--- src/cst_pkg.sv ---
package cst_pkg;

    localparam int MAX_LEX = 8;

    localparam int QDEPTH  = 4;
    localparam int QPTR_W  = $clog2(QDEPTH);
    localparam int QCNT_W  = $clog2(QDEPTH + 1);

    localparam logic [2:0] KIND_NUMBER   = 3'd0;
    localparam logic [2:0] KIND_OPERATOR = 3'd1;
    localparam logic [2:0] KIND_IDENT    = 3'd2;
    localparam logic [2:0] KIND_KEYWORD  = 3'd3;
    localparam logic [2:0] KIND_ASSIGN   = 3'd4;
    localparam logic [2:0] KIND_EOI      = 3'd5;
    localparam logic [2:0] KIND_UNKNOWN  = 3'd6;

    localparam logic [1:0] MODE_IDLE  = 2'd0;
    localparam logic [1:0] MODE_NUM   = 2'd1;
    localparam logic [1:0] MODE_IDENT = 2'd2;

    localparam logic [30:0] NUM_SAT = 31'h7FFF_FFFF;

    localparam logic [7:0] CH_PLUS  = 8'h2B;
    localparam logic [7:0] CH_MINUS = 8'h2D;
    localparam logic [7:0] CH_STAR  = 8'h2A;
    localparam logic [7:0] CH_SLASH = 8'h2F;
    localparam logic [7:0] CH_PCT   = 8'h25;
    localparam logic [7:0] CH_EQ    = 8'h3D;
    localparam logic [7:0] CH_USCORE = 8'h5F;
    localparam logic [7:0] CH_ZERO  = 8'h30;
    localparam logic [7:0] CH_NINE  = 8'h39;
    localparam logic [7:0] CH_LA    = 8'h61;
    localparam logic [7:0] CH_LZ    = 8'h7A;
    localparam logic [7:0] CH_UA    = 8'h41;
    localparam logic [7:0] CH_UZ    = 8'h5A;
    localparam logic [7:0] CH_SPACE = 8'h20;
    localparam logic [7:0] CH_TAB   = 8'h09;
    localparam logic [7:0] CH_LF    = 8'h0A;
    localparam logic [7:0] CH_CR    = 8'h0D;

    // keywords, first character in the lowest byte
    localparam logic [63:0] KW_IF     = 64'h0000_0000_0000_6669;
    localparam logic [63:0] KW_ELSE   = 64'h0000_0000_6573_6C65;
    localparam logic [63:0] KW_WHILE  = 64'h0000_0065_6C69_6877;
    localparam logic [63:0] KW_FOR    = 64'h0000_0000_0072_6F66;
    localparam logic [63:0] KW_RETURN = 64'h0000_6E72_7574_6572;

    typedef struct packed {
        logic [2:0]  kind;
        logic [30:0] value;
        logic [63:0] text;
        logic [7:0]  length;
        logic        trunc;
        logic        last;
    } token_t;

    typedef struct packed {
        token_t tok0;
        token_t tok1;
        logic   two;
    } q_entry_t;

    typedef struct packed {
        logic     push;
        q_entry_t entry;
    } q_write_t;

endpackage

--- src/character_stream_tokenizer_unit.sv ---
// Character stream tokenizer.
// Input words (s_*): s_tdata carries one source byte, s_tlast marks end of input;
// with s_tlast high the byte is ignored, the pending token is flushed and an
// end-of-input token follows.
// Output words (m_*): one token per word. m_tuser is the token kind, m_tdata holds
// number value, lexeme text (up to MAX_LEX bytes), length and truncation flag;
// m_tlast marks the final token caused by one input word.
// Throughput: one input byte per cycle. A byte may cause zero, one or two tokens;
// the output side moves one token per cycle, so a long run of two-token bytes
// is limited by the output port.
// The queue stores a token when its byte is accepted; the output register then
// loads it, and the second token of a pair waits until the first is taken.
// Between the scanner and the output stage sits a four-entry queue of token
// pairs; s_tready falls only when that queue is full, e.g. while m_tready is low.
// A stalled output holds its word; the scanner keeps running until the queue fills.
// Reset (aresetn low, synchronous) empties the queue, drops any pending token and
// returns the scanner to idle.
module character_stream_tokenizer_unit (
    input  logic         aclk,
    input  logic         aresetn,
    input  logic         s_tvalid,
    output logic         s_tready,
    input  logic [7:0]   s_tdata,   // char_code
    input  logic         s_tlast,   // end_marker
    output logic         m_tvalid,
    input  logic         m_tready,
    output logic [103:0] m_tdata,   // number_value, lexeme_text, lexeme_length,
                                    // lexeme_truncated
    output logic [2:0]   m_tuser,   // token_kind
    output logic         m_tlast    // last_of_run
);
    import cst_pkg::*;

    q_write_t q_wr;
    logic     q_full;

    cst_front u_front (
        .aclk     (aclk),
        .aresetn  (aresetn),
        .s_tvalid (s_tvalid),
        .s_tready (s_tready),
        .s_tdata  (s_tdata),
        .s_tlast  (s_tlast),
        .q_full   (q_full),
        .q_wr     (q_wr)
    );

    cst_back u_back (
        .aclk     (aclk),
        .aresetn  (aresetn),
        .q_wr     (q_wr),
        .q_full   (q_full),
        .m_tvalid (m_tvalid),
        .m_tready (m_tready),
        .m_tdata  (m_tdata),
        .m_tuser  (m_tuser),
        .m_tlast  (m_tlast)
    );

endmodule

--- src/cst_front.sv ---
module cst_front (
    input  logic              aclk,
    input  logic              aresetn,
    input  logic              s_tvalid,
    output logic              s_tready,
    input  logic [7:0]        s_tdata,
    input  logic              s_tlast,
    input  logic              q_full,
    output cst_pkg::q_write_t q_wr
);
    import cst_pkg::*;

    logic [1:0]  mode_reg, mode_next;
    logic [30:0] acc_reg, acc_next;
    logic [63:0] buf_reg, buf_next;
    logic [7:0]  cnt_reg, cnt_next;

    logic        accept;
    logic [7:0]  c;
    logic        is_digit, is_alpha, is_space, is_op;
    logic        is_kw, flush_v, single_v;
    logic [34:0] acc_x10;
    logic [63:0] buf_add;
    logic [7:0]  cnt_add;
    token_t      flush_tok, single_tok, eoi_tok;
    q_entry_t    entry;
    logic        push;

    assign c        = s_tdata;
    assign s_tready = !q_full;
    assign accept   = s_tvalid && s_tready;

    assign is_digit = (c >= CH_ZERO) && (c <= CH_NINE);
    assign is_alpha = ((c >= CH_LA) && (c <= CH_LZ)) || ((c >= CH_UA) && (c <= CH_UZ))
                    || (c == CH_USCORE);
    assign is_space = (c == CH_SPACE) || (c == CH_TAB) || (c == CH_LF) || (c == CH_CR);
    assign is_op    = (c == CH_PLUS) || (c == CH_MINUS) || (c == CH_STAR)
                    || (c == CH_SLASH) || (c == CH_PCT);

    assign is_kw = (cnt_reg == 8'd2 && buf_reg == KW_IF)
                || (cnt_reg == 8'd4 && buf_reg == KW_ELSE)
                || (cnt_reg == 8'd5 && buf_reg == KW_WHILE)
                || (cnt_reg == 8'd3 && buf_reg == KW_FOR)
                || (cnt_reg == 8'd6 && buf_reg == KW_RETURN);

    // acc * 10 + digit, never above 35 bits
    assign acc_x10 = ({4'b0, acc_reg} << 3) + ({4'b0, acc_reg} << 1) + {31'b0, c[3:0]};

    always_comb begin
        buf_add = buf_reg;
        for (int i = 0; i < MAX_LEX; i++) begin
            if (cnt_reg == 8'(i)) begin
                buf_add[8*i +: 8] = c;
            end
        end
    end

    assign cnt_add = (cnt_reg == 8'hFF) ? 8'hFF : cnt_reg + 8'd1;
    assign flush_v = (mode_reg != MODE_IDLE);

    always_comb begin
        flush_tok        = '0;
        flush_tok.kind   = (mode_reg == MODE_NUM) ? KIND_NUMBER
                         : (is_kw ? KIND_KEYWORD : KIND_IDENT);
        flush_tok.value  = (mode_reg == MODE_NUM) ? acc_reg : '0;
        flush_tok.text   = buf_reg;
        flush_tok.length = cnt_reg;
        flush_tok.trunc  = (cnt_reg > 8'(MAX_LEX));

        single_tok        = '0;
        single_tok.kind   = is_op ? KIND_OPERATOR : ((c == CH_EQ) ? KIND_ASSIGN : KIND_UNKNOWN);
        single_tok.text   = {56'b0, c};
        single_tok.length = 8'd1;

        eoi_tok      = '0;
        eoi_tok.kind = KIND_EOI;
    end

    always_comb begin
        mode_next = mode_reg;
        acc_next  = acc_reg;
        buf_next  = buf_reg;
        cnt_next  = cnt_reg;
        single_v  = 1'b0;
        entry     = '0;
        push      = 1'b0;

        if (s_tlast) begin
            mode_next = MODE_IDLE;
            acc_next  = '0;
            buf_next  = '0;
            cnt_next  = '0;
            push      = 1'b1;
            if (flush_v) begin
                entry.tok0      = flush_tok;
                entry.tok1      = eoi_tok;
                entry.tok1.last = 1'b1;
                entry.two       = 1'b1;
            end else begin
                entry.tok0      = eoi_tok;
                entry.tok0.last = 1'b1;
            end
        end else if (mode_reg == MODE_NUM && is_digit) begin
            acc_next = (acc_x10 > {4'b0, NUM_SAT}) ? NUM_SAT : acc_x10[30:0];
            buf_next = buf_add;
            cnt_next = cnt_add;
        end else if (mode_reg == MODE_IDENT && (is_alpha || is_digit)) begin
            buf_next = buf_add;
            cnt_next = cnt_add;
        end else begin
            mode_next = MODE_IDLE;
            acc_next  = '0;
            buf_next  = '0;
            cnt_next  = '0;
            if (is_space) begin
                single_v = 1'b0;
            end else if (is_digit) begin
                mode_next = MODE_NUM;
                acc_next  = {27'b0, c[3:0]};
                buf_next  = {56'b0, c};
                cnt_next  = 8'd1;
            end else if (is_alpha) begin
                mode_next = MODE_IDENT;
                buf_next  = {56'b0, c};
                cnt_next  = 8'd1;
            end else begin
                single_v = 1'b1;
            end
            push = flush_v || single_v;
            if (flush_v && single_v) begin
                entry.tok0      = flush_tok;
                entry.tok1      = single_tok;
                entry.tok1.last = 1'b1;
                entry.two       = 1'b1;
            end else if (flush_v) begin
                entry.tok0      = flush_tok;
                entry.tok0.last = 1'b1;
            end else begin
                entry.tok0      = single_tok;
                entry.tok0.last = 1'b1;
            end
        end
    end

    assign q_wr.push  = accept && push;
    assign q_wr.entry = entry;

    always_ff @(posedge aclk) begin
        if (!aresetn) begin
            mode_reg <= MODE_IDLE;
            acc_reg  <= '0;
            buf_reg  <= '0;
            cnt_reg  <= '0;
        end else if (accept) begin
            mode_reg <= mode_next;
            acc_reg  <= acc_next;
            buf_reg  <= buf_next;
            cnt_reg  <= cnt_next;
        end
    end

endmodule

--- src/cst_back.sv ---
module cst_back (
    input  logic              aclk,
    input  logic              aresetn,
    input  cst_pkg::q_write_t q_wr,
    output logic              q_full,
    output logic              m_tvalid,
    input  logic              m_tready,
    output logic [103:0]      m_tdata,   // number_value, lexeme_text, lexeme_length,
                                         // lexeme_truncated
    output logic [2:0]        m_tuser,   // token_kind
    output logic              m_tlast
);
    import cst_pkg::*;

    q_entry_t mem [QDEPTH];

    logic [QPTR_W-1:0] wr_ptr_reg, rd_ptr_reg;
    logic [QCNT_W-1:0] cnt_reg, cnt_next;
    logic              out_valid_reg, pend_valid_reg;
    token_t            out_tok_reg, pend_tok_reg;
    logic              load, pop;

    assign q_full = (cnt_reg == QCNT_W'(QDEPTH));
    assign load   = !out_valid_reg || m_tready;
    assign pop    = load && !pend_valid_reg && (cnt_reg != '0);

    always_comb begin
        cnt_next = cnt_reg;
        if (q_wr.push && !pop) begin
            cnt_next = cnt_reg + QCNT_W'(1);
        end else if (!q_wr.push && pop) begin
            cnt_next = cnt_reg - QCNT_W'(1);
        end
    end

    always_ff @(posedge aclk) begin
        if (q_wr.push) begin
            mem[wr_ptr_reg] <= q_wr.entry;
        end
        if (load) begin
            if (pend_valid_reg) begin
                out_tok_reg <= pend_tok_reg;
            end else if (pop) begin
                out_tok_reg  <= mem[rd_ptr_reg].tok0;
                pend_tok_reg <= mem[rd_ptr_reg].tok1;
            end
        end
    end

    always_ff @(posedge aclk) begin
        if (!aresetn) begin
            wr_ptr_reg     <= '0;
            rd_ptr_reg     <= '0;
            cnt_reg        <= '0;
            out_valid_reg  <= 1'b0;
            pend_valid_reg <= 1'b0;
        end else begin
            cnt_reg <= cnt_next;
            if (q_wr.push) begin
                wr_ptr_reg <= wr_ptr_reg + QPTR_W'(1);
            end
            if (pop) begin
                rd_ptr_reg <= rd_ptr_reg + QPTR_W'(1);
            end
            if (load) begin
                out_valid_reg  <= pend_valid_reg || (cnt_reg != '0);
                pend_valid_reg <= pop && mem[rd_ptr_reg].two;
            end
        end
    end

    assign m_tvalid = out_valid_reg;
    assign m_tdata  = {out_tok_reg.trunc, out_tok_reg.length, out_tok_reg.text,
                       out_tok_reg.value};
    assign m_tuser  = out_tok_reg.kind;
    assign m_tlast  = out_tok_reg.last;

    a_pend_needs_out: assert property (@(posedge aclk) disable iff (!aresetn)
        pend_valid_reg |-> out_valid_reg)
        else $error("second token held without a first on the output");

    a_pair_order: assert property (@(posedge aclk) disable iff (!aresetn)
        pend_valid_reg |-> (!out_tok_reg.last && pend_tok_reg.last))
        else $error("last flag misplaced within a token pair");

    a_no_overflow: assert property (@(posedge aclk) disable iff (!aresetn)
        q_full |-> !q_wr.push)
        else $error("queue written while full");

    a_count_bound: assert property (@(posedge aclk) disable iff (!aresetn)
        cnt_reg <= QCNT_W'(QDEPTH))
        else $error("queue count out of range");

endmodule

--- config.mk ---
export PLATFORM = sky130hd
export DESIGN_NAME = character_stream_tokenizer_unit
export DESIGN_NICKNAME = d
export VERILOG_FILES = /design/src/cst_pkg.sv /design/src/character_stream_tokenizer_unit.sv /design/src/cst_front.sv /design/src/cst_back.sv
export SDC_FILE = /design/constraint.sdc
export NUM_CORES = 1
export LEC_CHECK = 0
export ABC_AREA = 1
export BUFFER_PORTS_ARGS = -buffer_cell sky130_fd_sc_hd__clkbuf_2
export CAP_MARGIN = 20
export CORE_MARGIN = 2
export CORE_UTILIZATION = 62
export DETAILED_ROUTE_END_ITERATION = 12
export PLACE_DENSITY = 0.8
export SKIP_CTS_REPAIR_TIMING = 1
export SLEW_MARGIN = 0
export SYNTH_ARGS = -nofsm -noshare
export SYNTH_HDL_FRONTEND = slang
export SYNTH_SLANG_ARGS = --single-unit
--- constraint.sdc ---
create_clock -name aclk -period 17.5 [get_ports aclk]
set_input_delay 2.625 -clock aclk [delete_from_list [all_inputs] [get_ports aclk]]
set_output_delay 2.625 -clock aclk [all_outputs]
set_load 0.01 [all_outputs]
Yosys cells after proc, flatten, opt, wreduce, memory -nomap -nowiden
Memory sizes are Yosys's and may differ from the RTL's. A register that Yosys moved wholly into a read port is not among the register bits.
Index checks and enable logic that the tools add are counted.
Operators by class
  add/sub/neg operators: 7
  multiply operators: 0
  div/mod/pow operators: 0
  magnitude comparators: 8
  equality and inequality tests: 30
  shift operators: 0
  multiplexer cells: 63
  bitwise gates (word level): 1
  reductions and logical operators: 49
Operators by type and width (number)
  217-bit 2-to-1 mux: 3
  108-bit 2-to-1 mux: 5
  64-bit 2-to-1 mux: 5
  109-bit 2-to-1 mux: 2
  31-bit 2-to-1 mux: 6
  8-bit 2-to-1 mux: 15
  64-bit by 15-bit == test with 1-bit output (second input constant): 1
  64-bit by 23-bit == test with 1-bit output (second input constant): 1
  64-bit by 31-bit == test with 1-bit output (second input constant): 1
  64-bit by 39-bit == test with 1-bit output (second input constant): 1
  64-bit by 47-bit == test with 1-bit output (second input constant): 1
  8-bit by 6-bit == test with 1-bit output (second input constant): 7
  34-bit by 32-bit adder with 35-bit output: 1
  35-bit by 4-bit adder with 35-bit output: 1
  35-bit by 31-bit > comparator with 1-bit output (second input constant): 1
  8-bit by 3-bit == test with 1-bit output (second input constant): 4
  8-bit by 4-bit == test with 1-bit output (second input constant): 3
  1-bit logical AND: 18
  2-bit 2-to-1 mux: 9
  1-bit logical OR: 17
  8-bit by 2-bit == test with 1-bit output (second input constant): 2
  8-bit by 7-bit >= comparator with 1-bit output (second input constant): 2
  8-bit by 7-bit <= comparator with 1-bit output (second input constant): 2
  1-bit 2-to-1 mux: 13
  other kinds (24): 37
Storage, ports and cells
  flip-flop bits (word level): 330
  bits in latches: 0
  memory bits (writable): 868
  ROM bits: 0
  bits of input ports: 13
  output and inout port bits: 110
  word-level logic and storage cells: 180
  memories kept: 1
Memory list
  u_back.mem: words 4, bits a word 217, rd ports 1, clocked after memory_dff 1, wr ports 1, line cst_back.sv:15  | q_entry_t mem [QDEPTH];

Longest topological paths before layout
  word-level depth: 19
  gate-level depth with buffers: 20
  depth with buffers taken out: 19

By module
Synthesis repeated with hierarchy kept, for this count alone.
Second synthesis, totals
  cell total of the unflattened synthesis: 4370
  area total of the unflattened synthesis: 50179.4 sq um
By module, submodules not included
  cst_back: instances 1, cells an instance 2851, area each 40572.7 sq um, seq. area each 32771.4 sq um
  cst_front: instances 1, cells an instance 1519, area each 9606.7 sq um, seq. area each 2102.0 sq um

Least setup slack after synthesis
OpenSTA, ideal clock, no wires.
  path type: input to register
  start point: in s_tdata[4]
  end point: mem u_back.mem[0][106] (netlist name), enable pin
  library setup time: 0.774 ns
  arrival: 12.409 ns
  required time: 16.726 ns
  path slack: 4.317 ns
  stages: 10
  path buffers: 1
  cells stage by stage: inv_1 > buf_2 > nor2_2 > o21ai_2 > nand2_2 > nand2_2 > nand2_4 > nand2_4 > nand2_2 > nor3b_1
Between the ends
  word-level cells in the longest chain between the ends: 17
  elaborated cells between the ends (all ways): 35
  classes of those cells: order compare (6); eq/ne (5); mux (11); reduce/logical (13)
RTL lines
  start, declared: line character_stream_tokenizer_unit.sv:23  | input logic [7:0] s_tdata,
  8-bit by 7-bit >= comparator with 1-bit output / 8-bit by 7-bit <= comparator with 1-bit output (equally long branches): line cst_front.sv:34  | assign is_alpha = ((c >= CH_LA) && (c <= CH_LZ)) || ((c >= CH_UA) && (c <= CH_UZ))
  1-bit logical AND: line cst_front.sv:34
  1-bit logical OR: line cst_front.sv:34
  1-bit logical OR: line cst_front.sv:35  | || (c == CH_USCORE);
  1-bit 2-to-1 mux: line cst_front.sv:122  | end else if (is_alpha) begin
  1-bit 2-to-1 mux: line cst_front.sv:117  | end else if (is_digit) begin
  1-bit 2-to-1 mux: line cst_front.sv:115  | if (is_space) begin
  1-bit 2-to-1 mux: line cst_front.sv:107  | end else if (mode_reg == MODE_IDENT && (is_alpha || is_digit)) begin
  1-bit 2-to-1 mux: line cst_front.sv:103  | end else if (mode_reg == MODE_NUM && is_digit) begin
  1-bit 2-to-1 mux: line cst_front.sv:88  | if (s_tlast) begin
  1-bit logical OR: line cst_front.sv:129  | push = flush_v || single_v;
  1-bit 2-to-1 mux: line cst_front.sv:107
  1-bit 2-to-1 mux (*): line cst_front.sv:103
  1-bit 2-to-1 mux (*): line cst_front.sv:88
  1-bit logical AND (*): line cst_front.sv:145  | assign q_wr.push = accept && push;
  1-bit 2-to-1 mux (*): line cst_back.sv:37  | if (q_wr.push) begin
  1-bit 2-to-1 mux (implied by the code) (*): line cst_back.sv:38  | mem[wr_ptr_reg] <= q_wr.entry;
  end, declared: line cst_back.sv:15
Mark *: on every way between the ends. The rest lies on a longest branch, timed or not. The select of a mux whose other input is x is not followed.

Worst setup path after layout
  start point: in s_tdata[0]
  end point: mem u_back.mem[1][150] (netlist name), enable pin
The elaborated chain is that of the path after synthesis.

==> results.md <==
- After the last flow step, the layout net total stands at 3288.
- The number of antenna violations at the first check in global routing was 5.
- The path class of the tightest hold or removal check is flop to flop.
- Synthesis instantiated 46 different standard cells from the library.
- Entering global routing, the biggest net connects 132 pins.
- The share of total power in sequential cells is 47.9%.
- The power spent charging and discharging nets is 1.590 mW.
- The analysis attributes to cell leakage a power of 12.80 nW.
- Measured along the y axis, the die boundary spans 230.6 microns.
- The worst hold slack after final layout is 0.4677 ns.
- Compared with the post-synthesis result, the final layout area differs by 10.61%.
- The highest attainable clock frequency is 169.7 MHz.
- At the end of routability-driven placement, the weighted congestion stood at 0.9252.
- The design draws 5.027 mW.
- The DRC violation count after routing is 0.
- The number of maximum-capacitance constraint violations is 0.
- The transition time at the pin with the least slew margin is 1.121 ns.
- After synthesis the cells add up to 31830 sq um.
- The global routing usage summed across all routing layers is 29.22%.
- After clock tree synthesis, the clock-pin slew on the worst setup and hold paths is 0.06 ns.
- The slowest stage of the critical path belongs to the cell sky130_fd_sc_hd__buf_4.
- Of the cells placed in the final design, the portion with a size suffix greater than 1 is 8.745%.
- The count of antenna-violating nets left after detailed routing is 0.
- The CTS tree is done.
- Counting the buffers created by CTS gives 70.
- The worst pin sits at a relative slew slack of 25.28%.
- The part of the Yosys area used for sequential elements is 64.38%.
- The maximum number of buffers from clock root to sink is 3.
- The cell that appears most often on the critical path is sky130_fd_sc_hd__nand2_2.
- The worst voltage drop across the vdd grid is 0.1188 mV.
- The critical path startpoint category is a primary input.
- From left edge to right edge, the die measures 230.6 microns.
- The setup total negative slack is 0 ns.
- Cell internal power was estimated by the tool at 3.437 mW.
- Dividing total power by cell area gives a power density of 142.8 nW/um^2.
- The number of hold violations in the final report is 0.
- For this run, the number of Yosys warnings is 0.
- The final period utilization is 33.68%.
- The switching part of the total is 31.62%.
- A synthesized cell averages 10.14 sq um.
- The top-level port count is 123.
- The standard-cell row count is 83.
- Across all layers, the routed design uses 23600 vias.
- The area of the multi-input gates is 9927 sq um.
- After technology mapping, the gate count stands at 3138.
- Data on the critical path arrives at its endpoint at 6.18 ns.
- The effective utilization at floorplan is 62.42%.
- The count of routing violations after the opening detailed-route iteration is 2457.
- The clock period could shrink to 5.894 ns.
- After detailed routing, the average wire length per cell comes to 19.93 microns.
- The area enclosed by the die boundary is 53160 sq um.
- Traced cell by cell, the critical path runs through clkbuf_2 > inv_1 > nand4_1 > nand3_1 > inv_1 > nand2_1 > nand2_2 > nand2_2 > nand2_4 > nand2_4 > nand2_2 > nor3b_2 > buf_4 > buf_4 > buf_16.
- The clock network accounts for 28.8% of the total power.
- The clock drives 721 sinks.
- Sorting the synthesized cells by area gives the leading types as sky130_fd_sc_hd__edfxtp_1, sky130_fd_sc_hd__nor2_1, sky130_fd_sc_hd__dfxtp_1.
- The clock root buffer is sky130_fd_sc_hd__clkbuf_16.
- The cell family with the largest share of critical-path delay is buffers and inverters.
- The combinational cell fraction of total power is 23.3%.
- The run finished with clean final reports.
- The number of enable flip-flop cells after synthesis is 605.
- The core region is 50990 sq um.
- The synthesis-stage register bit count is 721.
- Summing all flip-flop and latch instances after layout gives 20500 sq um.
- Before antenna repair, the detailed router went through 6 iterations.
- The critical path contains buffers and inverters numbering 6 combined.
- The dominant register cell in the synthesized netlist is sky130_fd_sc_hd__edfxtp_1.
- The first-pass GRT wire length is 121.1 mm.
- The final count of pins violating max slew is 0.
- Using the TritonRoute via totals, the vias-per-cell ratio works out to 5.990.
- Summed over all layers, the routed wires come to 78.51 mm.
- The number of global-route vias before repair is 22750.
- The flip-flop count of the largest register, all copies and words added is 484.
- The kind of critical path is primary input to flop.
- The setup skew after layout is 0.02210 ns.
- After synthesis, the share of flip-flops with an asynchronous set or reset is 0%.
- In the post-synthesis netlist, the cell with the most instances is sky130_fd_sc_hd__nor2_1.
- The total of endpoints with negative setup slack in the final report is 0.
- The number of nets in the synthesized netlist is 3224.
- For the worst setup path, the data required time is 17.78 ns.
- The final global-route overflow total is 0.
- Summed over its instances, the top area cell type makes up 57.08% of the synthesized netlist area.
- The worst setup path is captured at a flop.
- In this run the tool buffered the top-level ports with 122 buffer cells.
- The post-detailed-placement half-perimeter wirelength is 47.56 mm.
- The clock insertion delay at the later pin of the skew report is 0.61 ns.
- The count of H-tree levels built during CTS is 3.
- After synthesis, the most frequently instantiated cells are sky130_fd_sc_hd__nor2_1, sky130_fd_sc_hd__edfxtp_1, sky130_fd_sc_hd__nand2_1, sky130_fd_sc_hd__o21ai_0, sky130_fd_sc_hd__a21oi_1.
- The peak fanout along the critical path is 49.
- Fill cells in the final layout number 3613.
- Summed over all instances, the cell type with the most area after synthesis is sky130_fd_sc_hd__edfxtp_1.
- Setup repair after global routing left no endpoint under its margin.
- The highest cell delay on the worst timing path is 0.62 ns.
cell families after synthesis:
| group | synth area share [%] |
|---|---|
| AO/OA/AOI/OAI | 10.93 |
| XOR/XNOR | 0.5504 |
| adder cells (fa/ha/maj) | 2.941 |
| buffers and inverters | 4.521 |
| flip-flops | 64.38 |
| AND/OR/NAND/NOR | 16.68 |
power groups by stage:
stage | sequential (mW) | combinational [mW] | clock (mW)
floorplan | 2.49 | 0.685 | 0
global placement | 2.43 | 1.10 | 0
detailed placement | 2.44 | 1.15 | 0
CTS | 2.41 | 1.16 | 1.46
global route | 2.43 | 1.28 | 1.53
finish | 2.41 | 1.17 | 1.45
cell type report:
type / count / area share (%)
sequential: 721 / 58.23
multi-input combinational: 2052 / 28.20
clock buffer: 97 / 5.534
timing repair buffer: 158 / 2.762
tap: 680 / 2.417
inverter: 199 / 2.140
clock inverter: 32 / 0.7073
antenna: 1 / 0.007108
through the flow:
step	setup WS [ns]	instance area (sq um)	util (%)	instances
detailed placement	10.88	32900	64.52	3805
finish	11.61	35200	69.04	3940
CTS	11.52	35100	68.83	3934
floorplan	4.317	31830	-	3138
global route	11.38	35200	69.04	3940
global placement	10.89	32860	64.44	3803
placed cells by master, fill, tap and decap left out, drive strengths merged, types with 3 or more instances in the layout:
master  count
ha         70
nand3      82
nor2      636
nand2     478
xor2        5
o22ai      18
o211ai     57
nor3b       4
a21oi     247
nor4       12
o21bai      4
nand4      22
clkinv     31
buf        36
fa          3
nor3       69
nand3b      6
a31oi      14
o21ai     290
dfxtp     116
bufinv      3
clkbuf    219
inv       197
edfxtp    605
xnor2      15
a211oi      6
o21a        3
metal layers:
| layer | up-vias | global-route usage, % | part of all wire [%] |
|---|---|---|---|
| met5 | - | 0 | 0.055 |
| met4 | 8 | 13.67 | 3.8 |
| met3 | 216 | 4.076 | 7.0 |
| met2 | 1052 | 50.89 | 50 |
| met1 | 11350 | 36.24 | 39 |
| li1 | 10970 | - | - |
final timing paths:
path / startpoint / end / slack (ns) / cells after the start
min: u_front.buf_reg[48] / u_front.buf_reg[48] / 0.47 / 2
max reg2reg: u_front.mode_reg[1] / u_back.mem[1][150] / 13.71 / 12
min reg2reg: u_front.buf_reg[48] / u_front.buf_reg[48] / 0.47 / 2
max: s_tdata[0] / u_back.mem[1][150] / 11.61 / 15
tightest hold or removal path: stages, from the launching register on:
cell and delay (ns):
sky130_fd_sc_hd__dfxtp_1 0.31, sky130_fd_sc_hd__nand2_1 0.06, sky130_fd_sc_hd__a21oi_1 0.06
(Power assumes the default switching activity.)
